File: src/hw/rtl/scp_pkg.sv
// Shared types, widths and command codes for the shape pair collision test.
// Used by every module under hw/rtl; depends on nothing else.
package scp_pkg;

   localparam int COORD_BITS = 16;
   localparam int SIZE_BITS  = 15;
   localparam int CMD_BITS   = 3;
   localparam int LANES      = 4;
   localparam int STAGES     = 4;

   localparam int MAG_BITS  = (COORD_BITS > SIZE_BITS) ? COORD_BITS : SIZE_BITS;
   localparam int PT_BITS   = MAG_BITS + 2;
   localparam int DIFF_BITS = PT_BITS + 1;
   localparam int RAD_BITS  = SIZE_BITS + 1;
   localparam int SQ_BITS   = 2 * DIFF_BITS;
   localparam int RSQ_BITS  = 2 * RAD_BITS;
   localparam int SUM_BITS  = SQ_BITS + 1;

   localparam logic [CMD_BITS-1:0] CMD_RECT_POINT    = CMD_BITS'(0);
   localparam logic [CMD_BITS-1:0] CMD_CIRCLE_POINT  = CMD_BITS'(1);
   localparam logic [CMD_BITS-1:0] CMD_RECT_RECT     = CMD_BITS'(2);
   localparam logic [CMD_BITS-1:0] CMD_CIRCLE_CIRCLE = CMD_BITS'(3);
   localparam logic [CMD_BITS-1:0] CMD_CIRCLE_RECT   = CMD_BITS'(4);

   typedef logic signed [PT_BITS-1:0]   pt_type;
   typedef logic signed [DIFF_BITS-1:0] diff_type;

   typedef struct packed {
      logic [CMD_BITS-1:0]          command;
      logic signed [COORD_BITS-1:0] a_x;
      logic signed [COORD_BITS-1:0] a_y;
      logic [SIZE_BITS-1:0]         a_w;
      logic [SIZE_BITS-1:0]         a_h;
      logic                         a_collide;
      logic signed [COORD_BITS-1:0] b_x;
      logic signed [COORD_BITS-1:0] b_y;
      logic [SIZE_BITS-1:0]         b_w;
      logic [SIZE_BITS-1:0]         b_h;
      logic                         b_collide;
   } req_type;

   typedef struct packed {
      logic hit;
      logic a_collide_out;
      logic b_collide_out;
   } rsp_type;

   // Stage 1: corner and extreme points, rectangle edges, radius
   typedef struct packed {
      logic [CMD_BITS-1:0]   command;
      logic                  a_collide;
      logic                  b_collide;
      logic                  circle_pair;
      pt_type                cx;
      pt_type                cy;
      logic [RAD_BITS-1:0]   rad;
      pt_type                rect_l;
      pt_type                rect_t;
      pt_type                rect_r;
      pt_type                rect_b;
      pt_type [LANES-1:0]    rpx;
      pt_type [LANES-1:0]    rpy;
      pt_type [LANES-1:0]    cpx;
      pt_type [LANES-1:0]    cpy;
   } s1_type;

   // Stage 2: rectangle verdict, circle offsets and box checks
   typedef struct packed {
      logic [CMD_BITS-1:0]   command;
      logic                  a_collide;
      logic                  b_collide;
      logic                  circle_pair;
      logic                  rect_hit;
      logic [LANES-1:0]      box;
      diff_type [LANES-1:0]  dx;
      diff_type [LANES-1:0]  dy;
      logic [RAD_BITS-1:0]   rad;
   } s2_type;

   // Stage 3: squared offsets and squared radius
   typedef struct packed {
      logic [CMD_BITS-1:0]              command;
      logic                             a_collide;
      logic                             b_collide;
      logic                             circle_pair;
      logic                             rect_hit;
      logic [LANES-1:0]                 box;
      logic [LANES-1:0][SQ_BITS-1:0]    dx2;
      logic [LANES-1:0][SQ_BITS-1:0]    dy2;
      logic [RSQ_BITS-1:0]              rsq;
   } s3_type;

   function automatic pt_type ext_coord(input logic signed [COORD_BITS-1:0] c);
      return $signed({{(PT_BITS-COORD_BITS){c[COORD_BITS-1]}}, c});
   endfunction

   function automatic pt_type ext_size(input logic [SIZE_BITS-1:0] s);
      return $signed({{(PT_BITS-SIZE_BITS){1'b0}}, s});
   endfunction

endpackage

File: src/hw/rtl/scp_front.sv
// First two pipeline stages: test points and edges, then offsets, box checks
// and the rectangle verdict. Depends on scp_pkg.
module scp_front (
   input  logic            clock,
   input  logic [1:0]      load,
   input  scp_pkg::req_type req,
   output scp_pkg::s2_type  s2
);

   scp_pkg::s1_type   s1_in, s1_ff;
   scp_pkg::s2_type   s2_in, s2_ff;
   scp_pkg::pt_type   ax, ay, aw, ah, bx, by, bw, bh, bxr, byb;
   logic [scp_pkg::LANES-1:0] rect_lane;
   scp_pkg::diff_type rad_s;

   always_comb begin
      ax  = scp_pkg::ext_coord(req.a_x);
      ay  = scp_pkg::ext_coord(req.a_y);
      aw  = scp_pkg::ext_size(req.a_w);
      ah  = scp_pkg::ext_size(req.a_h);
      bx  = scp_pkg::ext_coord(req.b_x);
      by  = scp_pkg::ext_coord(req.b_y);
      bw  = scp_pkg::ext_size(req.b_w);
      bh  = scp_pkg::ext_size(req.b_h);
      bxr = bx + bw;
      byb = by + bh;

      s1_in.command     = req.command;
      s1_in.a_collide   = req.a_collide;
      s1_in.b_collide   = req.b_collide;
      s1_in.circle_pair = (req.command == scp_pkg::CMD_CIRCLE_CIRCLE);
      s1_in.cx          = ax;
      s1_in.cy          = ay;
      if (req.command == scp_pkg::CMD_CIRCLE_CIRCLE) begin
         s1_in.rad = scp_pkg::RAD_BITS'(req.a_w) + scp_pkg::RAD_BITS'(req.b_w);
      end else begin
         s1_in.rad = scp_pkg::RAD_BITS'(req.a_w);
      end

      // corners of b, clockwise from top-left
      s1_in.cpx[0] = bx;  s1_in.cpy[0] = by;
      s1_in.cpx[1] = bxr; s1_in.cpy[1] = by;
      s1_in.cpx[2] = bxr; s1_in.cpy[2] = byb;
      s1_in.cpx[3] = bx;  s1_in.cpy[3] = byb;

      if (req.command == scp_pkg::CMD_CIRCLE_RECT) begin
         // extremes of circle a against rectangle b
         s1_in.rect_l = bx;
         s1_in.rect_t = by;
         s1_in.rect_r = bxr;
         s1_in.rect_b = byb;
         s1_in.rpx[0] = ax + aw; s1_in.rpy[0] = ay;
         s1_in.rpx[1] = ax - aw; s1_in.rpy[1] = ay;
         s1_in.rpx[2] = ax;      s1_in.rpy[2] = ay + aw;
         s1_in.rpx[3] = ax;      s1_in.rpy[3] = ay - aw;
      end else begin
         s1_in.rect_l = ax;
         s1_in.rect_t = ay;
         s1_in.rect_r = ax + aw;
         s1_in.rect_b = ay + ah;
         s1_in.rpx    = s1_in.cpx;
         s1_in.rpy    = s1_in.cpy;
      end
   end

   always_ff @(posedge clock) begin
      if (load[0]) begin
         s1_ff <= s1_in;
      end
   end

   always_comb begin
      rad_s = scp_pkg::DIFF_BITS'($signed({1'b0, s1_ff.rad}));
      s2_in.command     = s1_ff.command;
      s2_in.a_collide   = s1_ff.a_collide;
      s2_in.b_collide   = s1_ff.b_collide;
      s2_in.circle_pair = s1_ff.circle_pair;
      s2_in.rad         = s1_ff.rad;
      for (int i = 0; i < scp_pkg::LANES; i++) begin
         rect_lane[i] = ($signed(s1_ff.rpx[i]) >= $signed(s1_ff.rect_l))
                     && ($signed(s1_ff.rpx[i]) <= $signed(s1_ff.rect_r))
                     && ($signed(s1_ff.rpy[i]) >= $signed(s1_ff.rect_t))
                     && ($signed(s1_ff.rpy[i]) <= $signed(s1_ff.rect_b));
         s2_in.dx[i] = scp_pkg::DIFF_BITS'($signed(s1_ff.cx))
                     - scp_pkg::DIFF_BITS'($signed(s1_ff.cpx[i]));
         s2_in.dy[i] = scp_pkg::DIFF_BITS'($signed(s1_ff.cy))
                     - scp_pkg::DIFF_BITS'($signed(s1_ff.cpy[i]));
         // circle pair is strict in y only
         if (s1_ff.circle_pair) begin
            s2_in.box[i] = ($signed(s2_in.dx[i]) >= -rad_s)
                        && ($signed(s2_in.dx[i]) <= rad_s)
                        && ($signed(s2_in.dy[i]) > -rad_s)
                        && ($signed(s2_in.dy[i]) < rad_s);
         end else begin
            s2_in.box[i] = ($signed(s2_in.dx[i]) >= -rad_s)
                        && ($signed(s2_in.dx[i]) <= rad_s)
                        && ($signed(s2_in.dy[i]) >= -rad_s)
                        && ($signed(s2_in.dy[i]) <= rad_s);
         end
      end
      if (s1_ff.command == scp_pkg::CMD_RECT_POINT) begin
         s2_in.rect_hit = rect_lane[0];
      end else begin
         s2_in.rect_hit = |rect_lane;
      end
   end

   always_ff @(posedge clock) begin
      if (load[1]) begin
         s2_ff <= s2_in;
      end
   end

   assign s2 = s2_ff;

endmodule

File: config.mk
export PLATFORM = sky130hd
export DESIGN_NAME = scp_front
export DESIGN_NICKNAME = d
export VERILOG_FILES = /design/src/hw/rtl/scp_pkg.sv /design/src/hw/rtl/scp_front.sv
export SDC_FILE = /design/constraint.sdc
export NUM_CORES = 1
export LEC_CHECK = 0
export BUFFER_PORTS_ARGS = -buffer_cell sky130_fd_sc_hd__buf_4
export CORE_MARGIN = 5
export CORE_UTILIZATION = 40
export CTS_CLUSTER_DIAMETER = 40
export CTS_CLUSTER_SIZE = 24
export DETAILED_ROUTE_END_ITERATION = 10
export HOLD_SLACK_MARGIN = 0.15
export PLACE_DENSITY = 0.63
export SLEW_MARGIN = 10
export SYNTH_ARGS = -nofsm -noshare
export SYNTH_HDL_FRONTEND = slang
export SYNTH_SLANG_ARGS = --single-unit
File: constraint.sdc
create_clock -name clock -period 9.65 [get_ports clock]
set_clock_uncertainty 0.05 [all_clocks]
set_input_delay 1.93 -clock clock [delete_from_list [all_inputs] [get_ports clock]]
set_output_delay 1.93 -clock clock [all_outputs]
set_load 0.005 [all_outputs]
==> run_results.csv, run 1 <==
group,metric,value,unit
logic_synthesis,syn-instance-count,3177,
floorplanning,start_util,40.33,%
sta,period_minus_slack,4.911,ns
detailed_routing,num_vias,25050,
sta,hold_viol,0,
logic_synthesis,synth_edf_count,399,
sta,final-max-slew-violation-count,0,
clocking,cts_root_buf,"clkbuf_16",
placement,dp_hpwl,82090,µm
setup_path,worstPathMaxFanout,4,
detailed_routing,wirelength,102100,µm
clocking,clock_path_buffers,3,
setup_path,arrival,5.31,ns
logic_synthesis,synth-main-ff-cell,"edfxtp_1",
clocking,postCtsHoldBufs,0,
hold_path,hp-class,"flop to flop",
logic_synthesis,yosys.area.top_type_share,37.67,%
placement,port_buffers,310,
sta,finalSetupViolCount,0,
global_route,grt_overflow,0,
pwr,totalPowerFinal,7711,µW
clocking,clk_latency,0.62,ns
cells_and_area,final_nets,4131,
detailed_routing,drcViolationCount,0,
pwr,cellPowerDensity,207.0,nW/µm²
global_route,grt_pass1_wl,149100,µm
detailed_routing,drt_iter0_drc,1783,
logic_synthesis,post-synth-top-area-cell,"edfxtp_1",
detailed_routing,top_layer_used,"met5",
placement,gp_congestion,0.9384,
floorplanning,die_h,292,µm
clocking,cts_buffers,73,
clocking,cts_setup_buffers,0,
logic_synthesis,syn_area,31810,µm²
floorplanning,core_area,78870,µm²
clocking,cts_sinks,399,
global_route,antenna_found_initial,8,
detailed_routing,vias_per_cell,5.504,
logic_synthesis,ys_warn_count,0,
clocking,cts_tree,"done",
setup_path,critPathCaptureType,"flop",
floorplanning,die_w,292,µm
sta,slew_headroom,32.74,%
global_route,grt_pass1_vias,24060,
global_route,grt_max_degree,138,
hold_path,hold_depth,0,
pwr,ir_drop,0.0001052,V
setup_path,startpoint_type,"flop",
global_route,grt_usage,22.89,%
floorplanning,die_area,85260,µm²
detailed_routing,wl_met3,8413,µm
logic_synthesis,syn-mean-instance-area,10.01,µm²
sta,holdWs,0.3713,ns
detailed_routing,wl_met1,42790,µm
setup_path,r2r_cells,21,
floorplanning,io_pins,311,
sta,period_share,50.89,%
clocking,post_cts_resized,0,
detailed_routing,wire_per_inst,22.44,µm
run_status,status,"completed",
floorplanning,num_rows,103,
logic_synthesis,synth_cell_type_count,106,
cells_and_area,fill_cells,7388,
detailed_routing,antenna_left,0,
sta,rsz0062_at_grt,"no",
logic_synthesis,ys_ff_latch,399,
detailed_routing,wl_met2,46990,µm
logic_synthesis,ys_seq_area_share,37.67,%
clocking,clk_pin_slew,0.06,ns
logic_synthesis,async_reset_ff_share,0,%
logic_synthesis,synth_fp_nets,3872,
run,drv_cap,0,
logic_synthesis,ys_top_cells_by_area,"edfxtp_1 (38%), ha_1 (22%), nand2_1 (3.9%)",
sta,setup_tns,0,ns
sta,tightest_slew,1.009,ns
pwr,p_leak,0.01670,µW
cells_and_area,layout-drive-gt1-share,14.20,%
setup_path,critPathKind,"flop to flop",
detailed_routing,dr.pass1.iters,5,
sta,fmax,203.6,MHz
cells_and_area,area_growth_syn_to_layout,17.12,%
clocking,htreeDepth,3,
setup_path,cp.required,10.05,ns
power by group:
group          internal [µW]  switching, µW
sequential              2230            151
combinational           1120           1570
clock                   1670            960
layer usage:
layer / up-vias / GRT usage (%)
li1: 12200 / -
met1: 11760 / 29.84
met2: 887 / 37.40
met3: 198 / 5.195
met4: 6 / 8.485
met5: - / 0
worst max-delay path, stage by stage (launching register included):
cell and delay, ns:
edfxtp_1 0.38, ha_1 0.24, fa_1 0.41, nor2b_1 0.14, o21ai_1 0.09, a21boi_1 0.34, nor2_1 0.08, o21ai_0 0.26
and2_1 0.18, o21a_1 0.11, nor2_1 0.05, xnor2_1 0.49, ha_1 0.26, and4_1 0.22, and2_1 0.15, nand2_1 0.05
nor3_1 0.45, a2111o_1 0.19, a21oi_1 0.05, o221ai_1 0.18, nand4_1 0.17, nor3_1 0.21
layout make-up:
type / count / area (µm²) / share of cell area, %
clock buffer: 78 / 1867 / 5.011
antenna: 7 / 17.52 / 0.04702
sequential: 399 / 11980 / 32.16
tap: 1050 / 1314 / 3.526
multi-input combinational: 2371 / 17990 / 48.30
timing repair buffer: 318 / 2407 / 6.462
inverter: 273 / 1025 / 2.751
clock inverter: 55 / 649.4 / 1.743
flip-flops by register name (all words and copies together) (netlist names):
signal / flops
s2: 97
rad_s: 16
s1_ff: 286
final timing paths:
check / end / slack [ns] / from
hold reg to reg: s2[175] / 0.37 / s1_ff[414]
hold / removal: s2[175] / 0.37 / s1_ff[414]
setup reg to reg: s2[170] / 4.74 / s1_ff[54]
setup / recovery: s2[170] / 4.74 / s1_ff[54]
cell usage in the layout, fill, tap and decap left out, types with 11 or more instances in the layout:
cell type / synthesis / final
o21a_1: 62 / 62
mux2i_1: 12 / 12
nand4_1: 51 / 51
a211oi_1: 33 / 33
nor4_1: 14 / 14
o211ai_1: 18 / 18
fa_1: 12 / 12
nand2_1: 328 / 327
o21bai_1: 15 / 15
clkbuf_16: 0 / 74
ha_1: 551 / 551
o21ai_1: 20 / 20
o31ai_1: 28 / 28
edfxtp_1: 399 / 399
a21oi_1: 200 / 200
o22ai_1: 19 / 19
a31oi_1: 12 / 12
xnor2_1: 108 / 108
and2_1: 12 / 11
xor2_1: 36 / 36
or3_1: 17 / 17
o21ai_0: 166 / 166
inv_1: 272 / 272
nor2b_1: 55 / 55
a21o_1: 99 / 99
buf_4: 82 / 316
nor2_1: 159 / 159
nor3_1: 52 / 52
nand2b_1: 44 / 44
nand3_1: 53 / 53
cells in the mapped netlist, types with 14 or more instances:
cell	count
ha_1	551
edfxtp_1	399
nand2_1	328
inv_1	272
a21oi_1	200
o21ai_0	166
nor2_1	159
xnor2_1	108
a21o_1	99
buf_4	82
o21a_1	62
nor2b_1	55
nand3_1	53
nor3_1	52
nand4_1	51
nand2b_1	44
clkbuf_1	43
xor2_1	36
a211oi_1	33
o31ai_1	28
o21ai_1	20
o22ai_1	19
o211ai_1	18
or3_1	17
o21bai_1	15
nor4_1	14
cell families after synthesis:
kind of cell    share of synthesized area [%]
compound gates                          16.80
xor+xnor                                4.067
fa+ha+maj                               22.49
buf+inv                                 5.798
flops                                   37.67
mux                                    0.3776
simple gates                            12.80
stage by stage:
step | cells | setup WS, ns | utilization (%) | area (µm²)
after floorplan | 3177 | 5.323 | - | 31810
after global placement | 4411 | 4.838 | 44.02 | 34720
after detailed placement | 4411 | 4.810 | 44.02 | 34720
after CTS | 4544 | 4.789 | 47.21 | 37240
after global routing | 4544 | 4.385 | 47.21 | 37240
final | 4551 | 4.739 | 47.23 | 37250
Power figures use the tool's default switching activity.
==> run 2: changes to the inputs <==
--- a/config.mk
+++ b/config.mk
@@ -5,6 +5,7 @@
 export SDC_FILE = /design/constraint.sdc
 export NUM_CORES = 1
 export LEC_CHECK = 0
+export ABC_AREA = 1
 export BUFFER_PORTS_ARGS = -buffer_cell sky130_fd_sc_hd__buf_4
 export CORE_MARGIN = 5
 export CORE_UTILIZATION = 40
==> constraint.sdc (replaced) <==
create_clock -name clock -period 4.8 [get_ports clock]
set_clock_uncertainty 0.05 [all_clocks]
set_input_delay 0.96 -clock clock [delete_from_list [all_inputs] [get_ports clock]]
set_output_delay 0.96 -clock clock [all_outputs]
set_load 0.005 [all_outputs]
==> run 2 against run 1 <==
Net effect:
- combinational power up 100%
- final cell count up 12%
- design area up 0.63%
- sequential power up 100%
- critical path type unchanged
- largest cell class unchanged
- highest routed layer unchanged
==> run_results.csv, run 2 <==
group,metric,value,unit
sta,finalSetupViolCount,0,
detailed_routing,wirelength,105700,µm
floorplanning,die_w,294.7,µm
global_route,grt_pass1_wl,154600,µm
hold_path,hold_depth,0,
global_route,grt_usage,23.38,%
detailed_routing,drcViolationCount,0,
setup_path,r2r_cells,19,
global_route,antenna_found_initial,3,
setup_path,worstPathMaxFanout,4,
floorplanning,core_area,80420,µm²
setup_path,startpoint_type,"flop",
clocking,cts_sinks,399,
floorplanning,num_rows,104,
cells_and_area,largest_reg_flops,286,
floorplanning,io_pins,311,
placement,dp_hpwl,86580,µm
logic_synthesis,yosys.area.top_type_share,36.96,%
clocking,clock_path_buffers,3,
clocking,cts_tree,"done",
sta,period_minus_slack,4.118,ns
sta,slew_headroom,42.31,%
sta,period_share,85.79,%
placement,port_buffers,310,
hold_path,hp-class,"flop to flop",
placement,gp_congestion,0.9747,
pwr,p_leak,0.01786,µW
floorplanning,die_h,294.7,µm
floorplanning,die_area,86850,µm²
run_status,status,"completed",
global_route,grt_max_degree,93,
clocking,clk_latency,0.63,ns
cells_and_area,layout-drive-gt1-share,12.61,%
cells_and_area,area_growth_syn_to_layout,15.63,%
detailed_routing,wire_per_inst,20.77,µm
clocking,cts_setup_buffers,0,
pwr,cellPowerDensity,392.6,nW/µm²
clocking,cts_buffers,61,
pwr,ir_drop,0.0002788,V
logic_synthesis,synth-main-ff-cell,"edfxtp_1",
clocking,post_cts_resized,0,
logic_synthesis,ys_ff_latch,399,
pwr,totalPowerFinal,14720,µW
logic_synthesis,post-synth-top-area-cell,"edfxtp_1",
cells_and_area,layout_common_cells,"nand2_1 (731), ha_1 (551), inv_1 (490)",
logic_synthesis,synth_cell_type_count,60,
floorplanning,start_util,40.32,%
detailed_routing,vias_per_cell,5.353,
sta,fmax,242.9,MHz
cells_and_area,final_common_cell,"nand2_1",
hold_path,hp-start,"s1_ff[413]",
sta,rsz0062_at_grt,"no",
logic_synthesis,synthTopCellsByCount,"nand2_1 (731), ha_1 (551), inv_1 (490)",
setup_path,cp.required,5.13,ns
detailed_routing,drt_iter0_drc,2118,
logic_synthesis,syn-mean-instance-area,8.722,µm²
logic_synthesis,syn-instance-count,3717,
cells_and_area,regMostFlops,"s1_ff",
logic_synthesis,ys_warn_count,0,
sta,hold_viol,0,
clocking,cts_root_buf,"clkbuf_16",
logic_synthesis,ys_top_cells_by_area,"edfxtp_1 (37%), ha_1 (21%), nand2_1 (8.5%)",
logic_synthesis,synth_edf_count,399,
hold_path,min_delay_worst_endpoint,"s2[174]",
sta,setup_tns,0,ns
setup_path,worstReg2RegStart,"s1_ff[18]",
cells_and_area,final_nets,4672,
cells_and_area,fill_cells,7782,
setup_path,rrSetupSlack,0.68,ns
detailed_routing,antenna_left,0,
logic_synthesis,synth_most_common_cell,"nand2_1",
clocking,clk_pin_slew,0.06,ns
detailed_routing,num_vias,27250,
detailed_routing,dr.pass1.iters,8,
logic_synthesis,ys_seq_area_share,36.96,%
logic_synthesis,async_reset_ff_share,0,%
sta,final-max-slew-violation-count,0,
clocking,postCtsHoldBufs,0,
setup_path,critPathCaptureType,"flop",
setup_path,critPathKind,"flop to flop",
global_route,grt_overflow,0,
clocking,htreeDepth,2,
logic_synthesis,syn_area,32420,µm²
logic_synthesis,synth_fp_nets,4412,
setup_path,arrival,4.45,ns
global_route,grt_pass1_vias,25610,
setup_path,r2r-end,"s2[168]",
sta,tightest_slew,0.8653,ns
run,drv_cap,0,
[run 2: worst max-delay path by stage]
stage | slack [ns] | endpoint | cells past startpoint | start
6_report | 0.68 | s2[168] | 19 | s1_ff[18]
5_1_grt | 0.32 | s2[168] | 19 | s1_ff[18]
4_1_cts | 0.66 | s2[168] | 19 | s1_ff[18]
3_5_place_dp | 0.68 | s2[168] | 19 | s1_ff[18]
3_3_place_gp | 0.66 | s2[168] | 19 | s1_ff[18]
2_1_floorplan | 1.33 | s2[168] | 19 | s1_ff[18]
[run 2: cell type report]
class	count	area, µm²	area share, %
sequential	399	11980	31.96
clock inverter	50	499.2	1.332
antenna	1	2.502	0.006675
multi-input combinational	2684	17740	47.33
timing repair buffer	327	2500	6.668
inverter	504	1894	5.053
clock buffer	65	1541	4.112
tap	1060	1326	3.538
[run 2: layer usage]
layer / GRT usage, % / wire, µm / vias up
met1: 31.79 / 45580 / 12730
met3: 3.873 / 8334 / 173
met4: 8.623 / 4312 / 4
met2: 37.72 / 47460 / 982
li1: - / - / 13350
met5: 0 / 32 / -
[run 2: cell families after synthesis]
kind of cell | count (synthesis) | synth area share [%]
compound gates | 735 | 12.67
fa+ha+maj | 563 | 22.01
flops | 399 | 36.96
buf+inv | 634 | 8.336
xor+xnor | 128 | 3.481
mux | 1 | 0.03087
simple gates | 1257 | 16.53
[run 2: power breakdown]
part / leakage [µW] / internal, µW / switching (µW)
Combinational: 0.0130 / 2110 / 3420
Sequential: 0.00390 / 4480 / 291
Clock: 0.000994 / 2540 / 1880
Total: 0.0179 / 9130 / 5590
[run 2: worst max-delay path: stages (launching register included)]
cell and delay, ns:
edfxtp_1 0.36, ha_1 0.23, fa_1 0.42, o21ai_1 0.35
nand3_1 0.12, o2111ai_1 0.18, nand3_1 0.15, o21ba_2 0.23
xor2_1 0.29, inv_1 0.16, ha_1 0.38, nand4_1 0.12
nor3_1 0.20, nand3_1 0.11, nand3_1 0.11, xnor2_1 0.07
mux2i_1 0.13, inv_1 0.05, nand2_1 0.10, nor2_1 0.05
[run 2: through the flow]
step / util (%) / instances / setup slack [ns] / hold WS [ns] / area (µm²)
floorplan: - / 3717 / 1.334 / 0.3503 / 32420
global placement: 44.08 / 4974 / 0.6551 / 0.3526 / 35450
detailed placement: 44.08 / 4974 / 0.6764 / 0.3602 / 35450
CTS: 46.61 / 5089 / 0.6578 / 0.3737 / 37490
global route: 46.61 / 5089 / 0.3195 / 0.3826 / 37490
finish: 46.62 / 5090 / 0.6823 / 0.3718 / 37490
